==> src/hdl/mpcs_pkg.sv <==
// Package of the multi-policy scheduler: codes, entry layout and types.
// Depends on nothing.
`timescale 1ns / 1ps
package mpcs_pkg;
  typedef enum logic [2:0] {
    ACT_WAKE = 3'd0, ACT_PREEMPT = 3'd1, ACT_YIELD = 3'd2,
    ACT_TERM = 3'd3, ACT_IDLE = 3'd4, ACT_PROGRESS = 3'd5
  } action_t;

  localparam logic [1:0] POL_RR = 2'd0;
  localparam logic [1:0] POL_FCFS = 2'd1;
  localparam logic [1:0] POL_PRIO = 2'd2;
  localparam logic [1:0] POL_SRTF = 2'd3;

  localparam logic [1:0] CFG_MODE = 2'd0;
  localparam logic [1:0] CFG_SLICE = 2'd1;
  localparam logic [1:0] CFG_CPUS = 2'd2;

  typedef struct packed {
    logic [31:0] arrival;
    logic [15:0] time_left;
    logic [7:0]  prio;
    logic [7:0]  id;
  } entry_t;

  typedef struct packed {
    logic [2:0]  action;
    logic [2:0]  cpu_index;
    logic [7:0]  task_id;
    logic [31:0] arrival_stamp;
    logic [7:0]  task_priority;
    logic [15:0] time_left;
  } in_word_t;

  typedef struct packed {
    logic        dispatch_done;
    logic        dispatch_has_task;
    logic [7:0]  dispatch_task;
    logic [15:0] dispatch_slice;
    logic        preempt_request;
    logic [2:0]  preempt_target;
    logic        queue_overflow;
  } out_word_t;

  // Policy key, zero-extended to the widest key; smaller is better.
  function automatic logic [31:0] policy_key(input logic [1:0] mode, input entry_t e);
    logic [31:0] k;
    k = 32'd0;
    case (mode)
      POL_FCFS: k = e.arrival;
      POL_PRIO: k = {24'd0, e.prio};
      POL_SRTF: k = {16'd0, e.time_left};
      default:  k = 32'd0;
    endcase
    return k;
  endfunction
endpackage

==> src/hdl/mpcs_if.sv <==
// Valid/ready channel interface carrying one word of a given type.
// Depends on mpcs_pkg for the word types.
`timescale 1ns / 1ps
interface mpcs_in_if;
  logic valid;
  logic ready;
  mpcs_pkg::in_word_t data;
  modport source (output valid, output data, input ready);
  modport sink (input valid, input data, output ready);
endinterface

interface mpcs_out_if;
  logic valid;
  logic ready;
  mpcs_pkg::out_word_t data;
  modport source (output valid, output data, input ready);
  modport sink (input valid, input data, output ready);
endinterface

==> src/hdl/mpcs_ram.sv <==
// Synchronous single-port-write, one-read memory with registered read data.
// Depends on nothing.
`timescale 1ns / 1ps
module mpcs_ram #(
  parameter int DEPTH = 16,
  parameter int WIDTH = 64,
  parameter int AW = (DEPTH > 1) ? $clog2(DEPTH) : 1
) (
  input  logic             clk,
  input  logic             we,
  input  logic [AW-1:0]    waddr,
  input  logic [WIDTH-1:0] wdata,
  input  logic [AW-1:0]    raddr,
  output logic [WIDTH-1:0] rdata
);
  logic [WIDTH-1:0] mem [DEPTH];
  always_ff @(posedge clk) begin
    if (we) mem[waddr] <= wdata;
    rdata <= mem[raddr];
  end
endmodule

==> src/hdl/multi_policy_cpu_scheduler_unit.sv <==
// Top level of the multi-policy CPU scheduler: sequencer, ready queue and
// CPU table memories. Depends on mpcs_pkg, mpcs_if and mpcs_ram.
//
// Usage: one event word enters on the in_ channel (valid/ready); exactly one
// result word leaves on the out_ channel for each event. Configuration is
// written through cfg_we/cfg_index/cfg_data while the block is idle.
// The ready queue lies in one synchronous memory kept in age order and the
// per-CPU running task records in a second one; busy flags are flip-flops.
// A wake that cannot preempt goes from decode straight to its result word;
// a wake that must scan the CPU table first reads the table records.
// A dispatch scans the queue one entry per cycle to find the best, then
// closes the gap by copying later entries down one a cycle.
// One event is worked at a time; the next is taken only once the previous
// result word has been taken by the receiver.
// Reset (synchronous, rst_n low) empties the queue, marks all CPUs idle and
// loads the register resets; memory contents need no clearing because only
// written entries are read.
// When the receiver stalls the result word holds in the output register
// and no new event is accepted until it is taken.
module multi_policy_cpu_scheduler_unit #(
  parameter int QUEUE_DEPTH = 16,
  parameter int MAX_CPUS = 8
) (
  input  logic        clk,
  input  logic        rst_n,
  mpcs_in_if.sink     in_ch,
  mpcs_out_if.source  out_ch,
  input  logic        cfg_we,
  input  logic [1:0]  cfg_index,
  input  logic [15:0] cfg_data
);
  localparam int QAW = (QUEUE_DEPTH > 1) ? $clog2(QUEUE_DEPTH) : 1;
  localparam int QCW = $clog2(QUEUE_DEPTH + 1);
  localparam int CAW = (MAX_CPUS > 1) ? $clog2(MAX_CPUS) : 1;
  localparam int CCW = $clog2(MAX_CPUS + 1);

  typedef enum logic [9:0] {
    S_IDLE = 10'b0000000001, S_DECODE = 10'b0000000010,
    S_TREAD = 10'b0000000100, S_TSCAN = 10'b0000001000,
    S_QSCAN = 10'b0000010000, S_QSHIFT = 10'b0000100000,
    S_SHWR = 10'b0001000000, S_FIN = 10'b0010000000,
    S_OUT = 10'b0100000000, S_PRE = 10'b1000000000
  } state_t;

  state_t state_r, state_nxt;
  logic [1:0]  mode_r;
  logic [15:0] slice_r;
  logic [3:0]  cpus_r;
  mpcs_pkg::in_word_t ev_r;
  mpcs_pkg::out_word_t res_r;
  logic out_valid_r;
  logic [QCW-1:0] count_r;
  logic [MAX_CPUS-1:0] busy_r;
  logic [QAW-1:0] qi_r, best_r;
  logic [31:0] best_key_r;
  mpcs_pkg::entry_t best_e_r;
  logic [CCW-1:0] ci_r;
  logic [CAW-1:0] worst_r;
  logic [31:0] worst_key_r;
  logic first_r;

  // Memory ports.
  logic q_we, t_we;
  logic [QAW-1:0] q_waddr, q_raddr;
  logic [CAW-1:0] t_waddr, t_raddr;
  logic [63:0] q_wdata, q_rdata, t_wdata, t_rdata;
  mpcs_pkg::entry_t q_re, t_re, new_e, pre_e;

  mpcs_ram #(.DEPTH(QUEUE_DEPTH), .WIDTH(64)) u_queue (
    .clk(clk), .we(q_we), .waddr(q_waddr), .wdata(q_wdata),
    .raddr(q_raddr), .rdata(q_rdata));
  mpcs_ram #(.DEPTH(MAX_CPUS), .WIDTH(64)) u_table (
    .clk(clk), .we(t_we), .waddr(t_waddr), .wdata(t_wdata),
    .raddr(t_raddr), .rdata(t_rdata));

  assign q_re = mpcs_pkg::entry_t'(q_rdata);
  assign t_re = mpcs_pkg::entry_t'(t_rdata);

  // Effective CPU count, clamped to one and MAX_CPUS.
  logic [CCW-1:0] ncpu;
  always_comb begin
    if (cpus_r == 4'd0) ncpu = CCW'(1);
    else if (32'(cpus_r) > MAX_CPUS) ncpu = CCW'(MAX_CPUS);
    else ncpu = CCW'(cpus_r);
  end

  logic cpu_ok, all_busy, q_full;
  logic [CAW-1:0] cpu;
  assign cpu = CAW'(ev_r.cpu_index);
  assign cpu_ok = 32'(ev_r.cpu_index) < 32'(ncpu);
  assign q_full = 32'(count_r) >= QUEUE_DEPTH;
  always_comb begin
    all_busy = 1'b1;
    for (int i = 0; i < MAX_CPUS; i++)
      if (i < 32'(ncpu) && !busy_r[i]) all_busy = 1'b0;
  end

  assign new_e = '{arrival: ev_r.arrival_stamp, time_left: ev_r.time_left,
                   prio: ev_r.task_priority, id: ev_r.task_id};
  always_comb begin
    pre_e = t_re;
    pre_e.time_left = ev_r.time_left;
  end

  logic [31:0] qkey, tkey;
  assign qkey = mpcs_pkg::policy_key(mode_r, q_re);
  assign tkey = mpcs_pkg::policy_key(mode_r, t_re);

  assign in_ch.ready = (state_r == S_IDLE) && !out_valid_r;
  assign out_ch.valid = out_valid_r;
  assign out_ch.data = res_r;

  logic [2:0] act;
  assign act = ev_r.action;

  // Next state and memory control.
  always_comb begin
    state_nxt = state_r;
    q_we = 1'b0; q_waddr = count_r[QAW-1:0]; q_wdata = 64'(new_e);
    q_raddr = qi_r;
    t_we = 1'b0; t_waddr = cpu; t_wdata = 64'(pre_e);
    t_raddr = cpu;
    unique case (state_r)
      S_IDLE: if (in_ch.valid && in_ch.ready) state_nxt = S_DECODE;
      S_DECODE: begin
        if (act == mpcs_pkg::ACT_WAKE) begin
          q_we = !q_full;
          if (q_full || !(mode_r == mpcs_pkg::POL_PRIO || mode_r == mpcs_pkg::POL_SRTF)
              || !all_busy) state_nxt = S_OUT;
          else state_nxt = S_TREAD;
        end else if (act > mpcs_pkg::ACT_PROGRESS || !cpu_ok) begin
          state_nxt = S_OUT;
        end else if (act == mpcs_pkg::ACT_PREEMPT || act == mpcs_pkg::ACT_PROGRESS) begin
          state_nxt = S_PRE;
        end else begin
          state_nxt = (count_r == '0) ? S_FIN : S_QSCAN;
        end
        t_raddr = cpu;
        q_raddr = '0;
      end
      S_PRE: begin
        // Table record of this CPU is on the read port now.
        if (act == mpcs_pkg::ACT_PROGRESS) begin
          t_we = busy_r[cpu];
          state_nxt = S_OUT;
        end else begin
          if (busy_r[cpu] && !q_full) begin
            q_we = 1'b1; q_wdata = 64'(pre_e);
          end
          // With an empty queue the only candidate is the task put back, which
          // is taken straight from the table read rather than the queue.
          state_nxt = (count_r == '0) ? S_FIN : S_QSCAN;
        end
        q_raddr = '0;
      end
      S_TREAD: begin
        t_raddr = '0;
        state_nxt = S_TSCAN;
      end
      S_TSCAN: begin
        t_raddr = CAW'(ci_r + CCW'(1));
        if (ci_r + CCW'(1) >= ncpu) state_nxt = S_OUT;
      end
      S_QSCAN: begin
        q_raddr = QAW'(qi_r + QAW'(1));
        if (32'(qi_r) + 1 >= 32'(count_r)) begin
          state_nxt = S_QSHIFT;
        end
      end
      S_QSHIFT: begin
        // Read entry after the gap.
        q_raddr = QAW'(qi_r + QAW'(1));
        if (32'(qi_r) + 1 >= 32'(count_r)) state_nxt = S_FIN;
        else state_nxt = S_SHWR;
      end
      S_SHWR: begin
        q_we = 1'b1; q_waddr = qi_r; q_wdata = q_rdata;
        q_raddr = QAW'(qi_r + QAW'(2));
        if (32'(qi_r) + 2 >= 32'(count_r)) state_nxt = S_FIN;
      end
      S_FIN: begin
        t_we = (count_r != '0);
        t_wdata = 64'(best_e_r);
        state_nxt = S_OUT;
      end
      S_OUT: state_nxt = S_IDLE;
      default: state_nxt = S_IDLE;
    endcase
  end

  always_ff @(posedge clk) begin
    if (!rst_n) begin
      state_r <= S_IDLE;
      mode_r <= mpcs_pkg::POL_FCFS;
      slice_r <= '0;
      cpus_r <= 4'd1;
      out_valid_r <= 1'b0;
      count_r <= '0;
      busy_r <= '0;
    end else begin
      state_r <= state_nxt;
      if (cfg_we) begin
        case (cfg_index)
          mpcs_pkg::CFG_MODE:  mode_r <= cfg_data[1:0];
          mpcs_pkg::CFG_SLICE: slice_r <= cfg_data;
          mpcs_pkg::CFG_CPUS:  cpus_r <= cfg_data[3:0];
          default: ;
        endcase
      end
      if (out_ch.valid && out_ch.ready) out_valid_r <= 1'b0;
      case (state_r)
        S_IDLE: if (in_ch.valid && in_ch.ready) begin
          ev_r <= in_ch.data;
          res_r <= '0;
        end
        S_DECODE: begin
          if (act == mpcs_pkg::ACT_WAKE) begin
            if (q_full) res_r.queue_overflow <= 1'b1;
            else count_r <= count_r + QCW'(1);
          end
          qi_r <= '0; best_r <= '0; first_r <= 1'b1;
          ci_r <= '0; worst_r <= '0;
        end
        S_PRE: begin
          if (act != mpcs_pkg::ACT_PROGRESS && busy_r[cpu]) begin
            if (q_full) res_r.queue_overflow <= 1'b1;
            else count_r <= count_r + QCW'(1);
          end
          if (count_r == '0) best_e_r <= pre_e;
        end
        S_TSCAN: begin
          if (ci_r == '0 || tkey > worst_key_r) begin
            worst_r <= CAW'(ci_r);
            worst_key_r <= tkey;
          end
          ci_r <= ci_r + CCW'(1);
          if (ci_r + CCW'(1) >= ncpu) begin
            if (mpcs_pkg::policy_key(mode_r, new_e) <
                ((ci_r == '0 || tkey > worst_key_r) ? tkey : worst_key_r)) begin
              res_r.preempt_request <= 1'b1;
              res_r.preempt_target <= 3'((ci_r == '0 || tkey > worst_key_r) ?
                                         CAW'(ci_r) : worst_r);
            end
          end
        end
        S_QSCAN: begin
          if (first_r || (mode_r != mpcs_pkg::POL_RR && qkey < best_key_r)) begin
            best_r <= qi_r; best_key_r <= qkey; best_e_r <= q_re;
          end
          first_r <= 1'b0;
          if (32'(qi_r) + 1 >= 32'(count_r)) begin
            qi_r <= (first_r || (mode_r != mpcs_pkg::POL_RR && qkey < best_key_r)) ?
                    qi_r : best_r;
          end else qi_r <= qi_r + QAW'(1);
        end
        S_SHWR: qi_r <= qi_r + QAW'(1);
        S_FIN: begin
          res_r.dispatch_done <= 1'b1;
          if (count_r == '0) begin
            busy_r[cpu] <= 1'b0;
          end else begin
            busy_r[cpu] <= 1'b1;
            count_r <= count_r - QCW'(1);
            res_r.dispatch_has_task <= 1'b1;
            res_r.dispatch_task <= best_e_r.id;
            res_r.dispatch_slice <= (mode_r == mpcs_pkg::POL_RR) ? slice_r : 16'd0;
          end
        end
        S_OUT: out_valid_r <= 1'b1;
        default: ;
      endcase
      if (state_r == S_PRE && act != mpcs_pkg::ACT_PROGRESS) busy_r[cpu] <= 1'b0;
      if (state_r == S_DECODE && act >= mpcs_pkg::ACT_YIELD && act <= mpcs_pkg::ACT_IDLE
          && cpu_ok) busy_r[cpu] <= 1'b0;
    end
  end
endmodule

==> src/flat_wrapper.sv <==
// flat-port wrapper written by rule: the top's interface ports become plain ports
module multi_policy_cpu_scheduler_unit_flat 
#(
  parameter int QUEUE_DEPTH = 16,
  parameter int MAX_CPUS = 8
)
  (clk, rst_n, cfg_we, cfg_index, cfg_data, in_ch_valid, in_ch_data, in_ch_ready, out_ch_valid, out_ch_data, out_ch_ready);
  mpcs_in_if in_ch_i ();
  mpcs_out_if out_ch_i ();
  input  logic clk;
  input  logic rst_n;
  input  logic cfg_we;
  input  logic [1:0] cfg_index;
  input  logic [15:0] cfg_data;
  input wire logic [$bits(in_ch_i.valid)-1:0] in_ch_valid;
  input wire logic [$bits(in_ch_i.data)-1:0] in_ch_data;
  output wire logic [$bits(in_ch_i.ready)-1:0] in_ch_ready;
  output wire logic [$bits(out_ch_i.valid)-1:0] out_ch_valid;
  output wire logic [$bits(out_ch_i.data)-1:0] out_ch_data;
  input wire logic [$bits(out_ch_i.ready)-1:0] out_ch_ready;
  assign in_ch_i.valid = in_ch_valid;
  assign in_ch_i.data = in_ch_data;
  assign in_ch_ready = in_ch_i.ready;
  assign out_ch_valid = out_ch_i.valid;
  assign out_ch_data = out_ch_i.data;
  assign out_ch_i.ready = out_ch_ready;
  multi_policy_cpu_scheduler_unit #(.QUEUE_DEPTH(QUEUE_DEPTH), .MAX_CPUS(MAX_CPUS)) u_core (.clk(clk), .rst_n(rst_n), .in_ch(in_ch_i), .out_ch(out_ch_i), .cfg_we(cfg_we), .cfg_index(cfg_index), .cfg_data(cfg_data));
endmodule
==> config.mk <==
export PLATFORM = sky130hd
export DESIGN_NAME = multi_policy_cpu_scheduler_unit_flat
export DESIGN_NICKNAME = d
export VERILOG_FILES = /design/src/hdl/mpcs_pkg.sv /design/src/hdl/mpcs_if.sv /design/src/hdl/mpcs_ram.sv /design/src/hdl/multi_policy_cpu_scheduler_unit.sv /design/src/flat_wrapper.sv
export SDC_FILE = /design/constraint.sdc
export NUM_CORES = 2
export LEC_CHECK = 0
export CAP_MARGIN = 30
export CORE_MARGIN = 1.5
export CORE_UTILIZATION = 65
export CTS_BUF_LIST = sky130_fd_sc_hd__clkbuf_4
export CTS_CLUSTER_SIZE = 28
export DETAILED_ROUTE_END_ITERATION = 12
export DONT_BUFFER_PORTS = 1
export GPL_TIMING_DRIVEN = 0
export PLACE_DENSITY = 0.78
export SYNTH_ARGS = -nofsm -noshare
export SYNTH_HDL_FRONTEND = slang
export SYNTH_SLANG_ARGS = --single-unit
==> constraint.sdc <==
create_clock -name clk -period 12.18 [get_ports clk]
set_input_delay 0.609 -clock clk [delete_from_list [all_inputs] [get_ports clk]]
set_output_delay 0.609 -clock clk [all_outputs]
set_load 0.1 [all_outputs]
==> results.cfg <==
[critical_path]
slowest_delay_ns = 0.96
setup.worst_path.end = u_core.out_ch.data[3]
cp_top_family = compound AO/OA/AOI/OAI gates
critPathCaptureType = register
path_class = register to register
slowest_stage = o41ai_1
ff2ff_path_depth = 24
critPathLaunchType = register
worstPathRequired_ns = 13.22
crit_chain = clkbuf_1 -> buf_1 -> clkbuf_1 -> buf_8 -> mux2i_1 -> nor2b_1 -> ha_1 -> and4_1 -> nand2_1 -> o41ai_1 -> o22ai_1 -> a211oi_2 -> buf_2 -> mux2i_1 -> ha_1 -> a21o_1 -> a21o_1 -> a21oi_1 -> o21ai_0 -> nor2b_1 -> nor3_1 -> o2bb2ai_1 -> a31oi_1 -> buf_4
regToRegStartpoint = u_core.mode_r[1]
critPathLaunch = u_core.mode_r[1]
crit_cells = 24
timing.rr.end = u_core.out_ch.data[3]
rrSetupSlack_ns = 3.30
arrival_ns = 9.92
cp_num_buf_inv = 6
cp_max_fo = 10

[logic_synthesis]
synth_top_cell_area_share_pct = 67.8
synth_xor_area_share_pct = 0.144
synth.distinct_cells = 78
synthSimpleGateAreaFrac_pct = 6.90
yosys.area.top_type = edfxtp_1
synth-compound-area-share_pct = 7.51
synth_fa_ha_area_share_pct = 1.88
synth_top_family_by_area = multiplexers
muxShareOfSynthArea_pct = 9.01
syn_nets = 5284
ys.flop_type = edfxtp_1
yosys-top-cells-count = edfxtp_1, nand2_1, a21oi_1
synth_edf_count = 1781
yosysWarnings = 0
synthTopCellsByArea = edfxtp_1, dfxtp_1, nand2_1
synth.most_common_cell = edfxtp_1
netlist_instances = 5073
synthArstFlopShare_pct = 0
netlist_area_um2 = 78800
ys_seq_area_share_pct = 72.2
postSynthAreaPerCell_um2 = 15.5
ys_ff_latch = 1955

[placed_design]
routabilityCongestion = 0.952
hpwl_um = 144000
io_buffers = 0
place_area_um2 = 82400

[global_route]
grt_pass1_vias = 49500
busiest_layer = met2
use_met2_pct = 55.8
gr-usage-met3_pct = 8.35
grt_usage_pct = 35.2
grt_max_degree = 45
gr-total-overflow = 0
use_met1_pct = 46.1
antenna_found_initial = 3
grt_pass1_wl_um = 312000

[sta]
worst_slew_pin_slew_ns = 1.10
skew_ns = 0.163
fmax_ghz = 0.113
slew_headroom_pct = 25.9
final_max_slew_viol_count = 0
min_period_ns = 8.88
finalHoldViolations = 0
post-route-period-util_pct = 72.9
setup_viol = 0
rsz0062_at_grt = false

[pwr]
pwr-share-clk_pct = 33.5
pwr-share-seq_pct = 51.6
p_sw_w = 0.00457
p_per_area_nw_per_um2 = 176
p_leak_nw = 32.5
p_int_w = 0.0114
total_power_w = 0.0159
swShare_pct = 28.7
ir_worst_vdd_v = 0.000125
power.share.combinational_pct = 14.9

[routing]
dr.pass1.iters = 6
wl_per_cell_um = 27.6
vias = 49800
initialDrtViolationCount = 6201
ant_nets = 0
routed_wl_um = 216000
drc = 0
viasPerCell = 6.36

[final_layout]
utilization_pct = 75.2
fillers = 7075
syn_to_final_growth_pct = 14.6
drive_above_1_share_pct = 20.3
nets = 6030
final_cell_area_um2 = 90300

[clock_tree]
path_clk_slew_ns = 0.08
tritoncts = built
cts_buffer_depth = 4
ctsRootBufferMaster = clkbuf_4
clk_latency_ns = 1.40
cts_resized = 0
clkSinkCount = 1955
ctsHtreeMaxLevel = 5
cts_buffers = 475
postCtsSetupBuffers = 0

[status]
status = complete, no violations

[floorplanning]
start_util_pct = 65.6
core_area_um2 = 120000
dieArea_um2 = 123000
die_w_um = 351
die_height_um = 351
std_cell_rows = 127
num_io_pins = 126

[min_path]
hold_path.class = input port to register

[job]
max_cap_violations = 0
==> area by class of cell <==
type / count / area [um2] / share of cell area [%]
flip-flops and latches: 1955 / 57000 / 63.1
multi-input cells: 2695 / 20300 / 22.4
inverters: 126 / 473 / 0.524
well taps: 1612 / 2020 / 2.23
clock buffers: 727 / 5460 / 6.04
repair buffers: 269 / 3220 / 3.56
plain buffers: 297 / 1340 / 1.49
diodes: 12 / 30.0 / 0.0332
clock inverters: 128 / 556 / 0.615
==> state kept, by name, indices dropped and copies added, names as in the netlist, 2 cells and up <==
name                  flops
u_core.best_e_r          64
u_core.u_table.rdata     64
u_core.ci_r               4
u_core.u_queue.rdata     64
u_core.act                3
u_core.best_r             4
u_core.u_table.mem      512
u_core.ev_r              64
u_core.cpu                3
u_core.cpus_r             4
u_core.busy_r             8
u_core.out_ch.data       31
u_core.worst_key_r       32
u_core.state_r           10
u_core.u_queue.mem     1024
u_core.mode_r             2
u_core.slice_r           16
u_core.worst_r            3
u_core.qi_r               4
u_core.best_key_r        32
u_core.count_r            5
==> worst min path at each step <==
stage | from | end | slack (ns) | cells after the start
2_1_floorplan | u_core.slice_r[0] | u_core.slice_r[0] | 0.43 | 2
3_3_place_gp | u_core.slice_r[0] | u_core.slice_r[0] | 0.44 | 2
3_5_place_dp | u_core.slice_r[2] | u_core.slice_r[2] | 0.44 | 2
4_1_cts | cfg_data[0] | u_core.cpus_r[0] | 0.06 | 3
5_1_grt | cfg_data[0] | u_core.cpus_r[0] | 0.08 | 3
6_report | cfg_data[0] | u_core.cpus_r[0] | 0.14 | 3
==> metrics by stage <==
step	hold slack [ns]	instances	TNS [ns]	worst slack (ns)
final	0.142	7821	0	3.30
after global routing	0.0802	7817	0	3.41
after CTS	0.0562	7806	0	3.52
after detailed placement	0.443	6762	0	3.58
after global placement	0.437	6685	-273.56	-3.23
after floorplan	0.432	5073	0	3.70
==> timing repair <==
action	CTS	global route
hold buffers	189	0
hold endpoints to repair	172	0
endpoints found under the setup margin	0	0
==> metal layers <==
layer,vias to the layer above,routed length [um]
met5,-,0
met4,0,10400
met3,622,24900
met2,3260,103000
met1,24500,78000
li1,21400,-
==> cell usage in the layout, fill, tap and decap left out, drive strengths merged, types with 5 or more instances in the layout <==
cell type,instances
a211oi,8
a21o,32
a21oi,334
a221oi,260
a22o,23
a22oi,49
a31oi,15
and2,78
and3,10
and4,5
buf,203
clkbuf,901
clkinv,125
dfxtp,174
diode,12
dlygate4sd3,189
edfxtp,1781
ha,117
inv,127
mux2,91
mux2i,315
mux4,130
nand2,845
nand2b,5
nand3,15
nand3b,6
nand4,17
nor2,90
nor2b,40
nor3,16
nor3b,7
o21a,5
o21ai,36
o22ai,5
or3,10
or4,65
xnor2,9
==> tightest hold or removal path: cells and delay by family <==
kind                   cells  cell delay (ns)
multiplexers               1             0.12
AND/OR/NAND/NOR            1             0.06
buffers and inverters      1             0.66
==> logic make-up (layout without fill, tap and decap cells) <==
kind of cell             count (synthesis)  count (layout)
flip-flops                            1955            1955
adder cells (fa/ha/maj)                118             118
XOR/XNOR                                13              13
multiplexers                           536             536
AND/OR/NAND/NOR                       1223            1223
other                                    0              12
AO/OA/AOI/OAI                          805             805
buffers and inverters                  423            1547
==> power groups by stage <==
stage          clock network, W  registers (W)  logic (W)
2_1_floorplan                 0        0.00812    0.00151
3_3_place_gp                  0        0.00834    0.00212
3_5_place_dp                  0        0.00833    0.00224
4_1_cts                 0.00534        0.00819    0.00230
5_1_grt                 0.00570        0.00821    0.00253
6_report                0.00534        0.00822    0.00237
No activity file was read; power rests on OpenSTA's default activity.
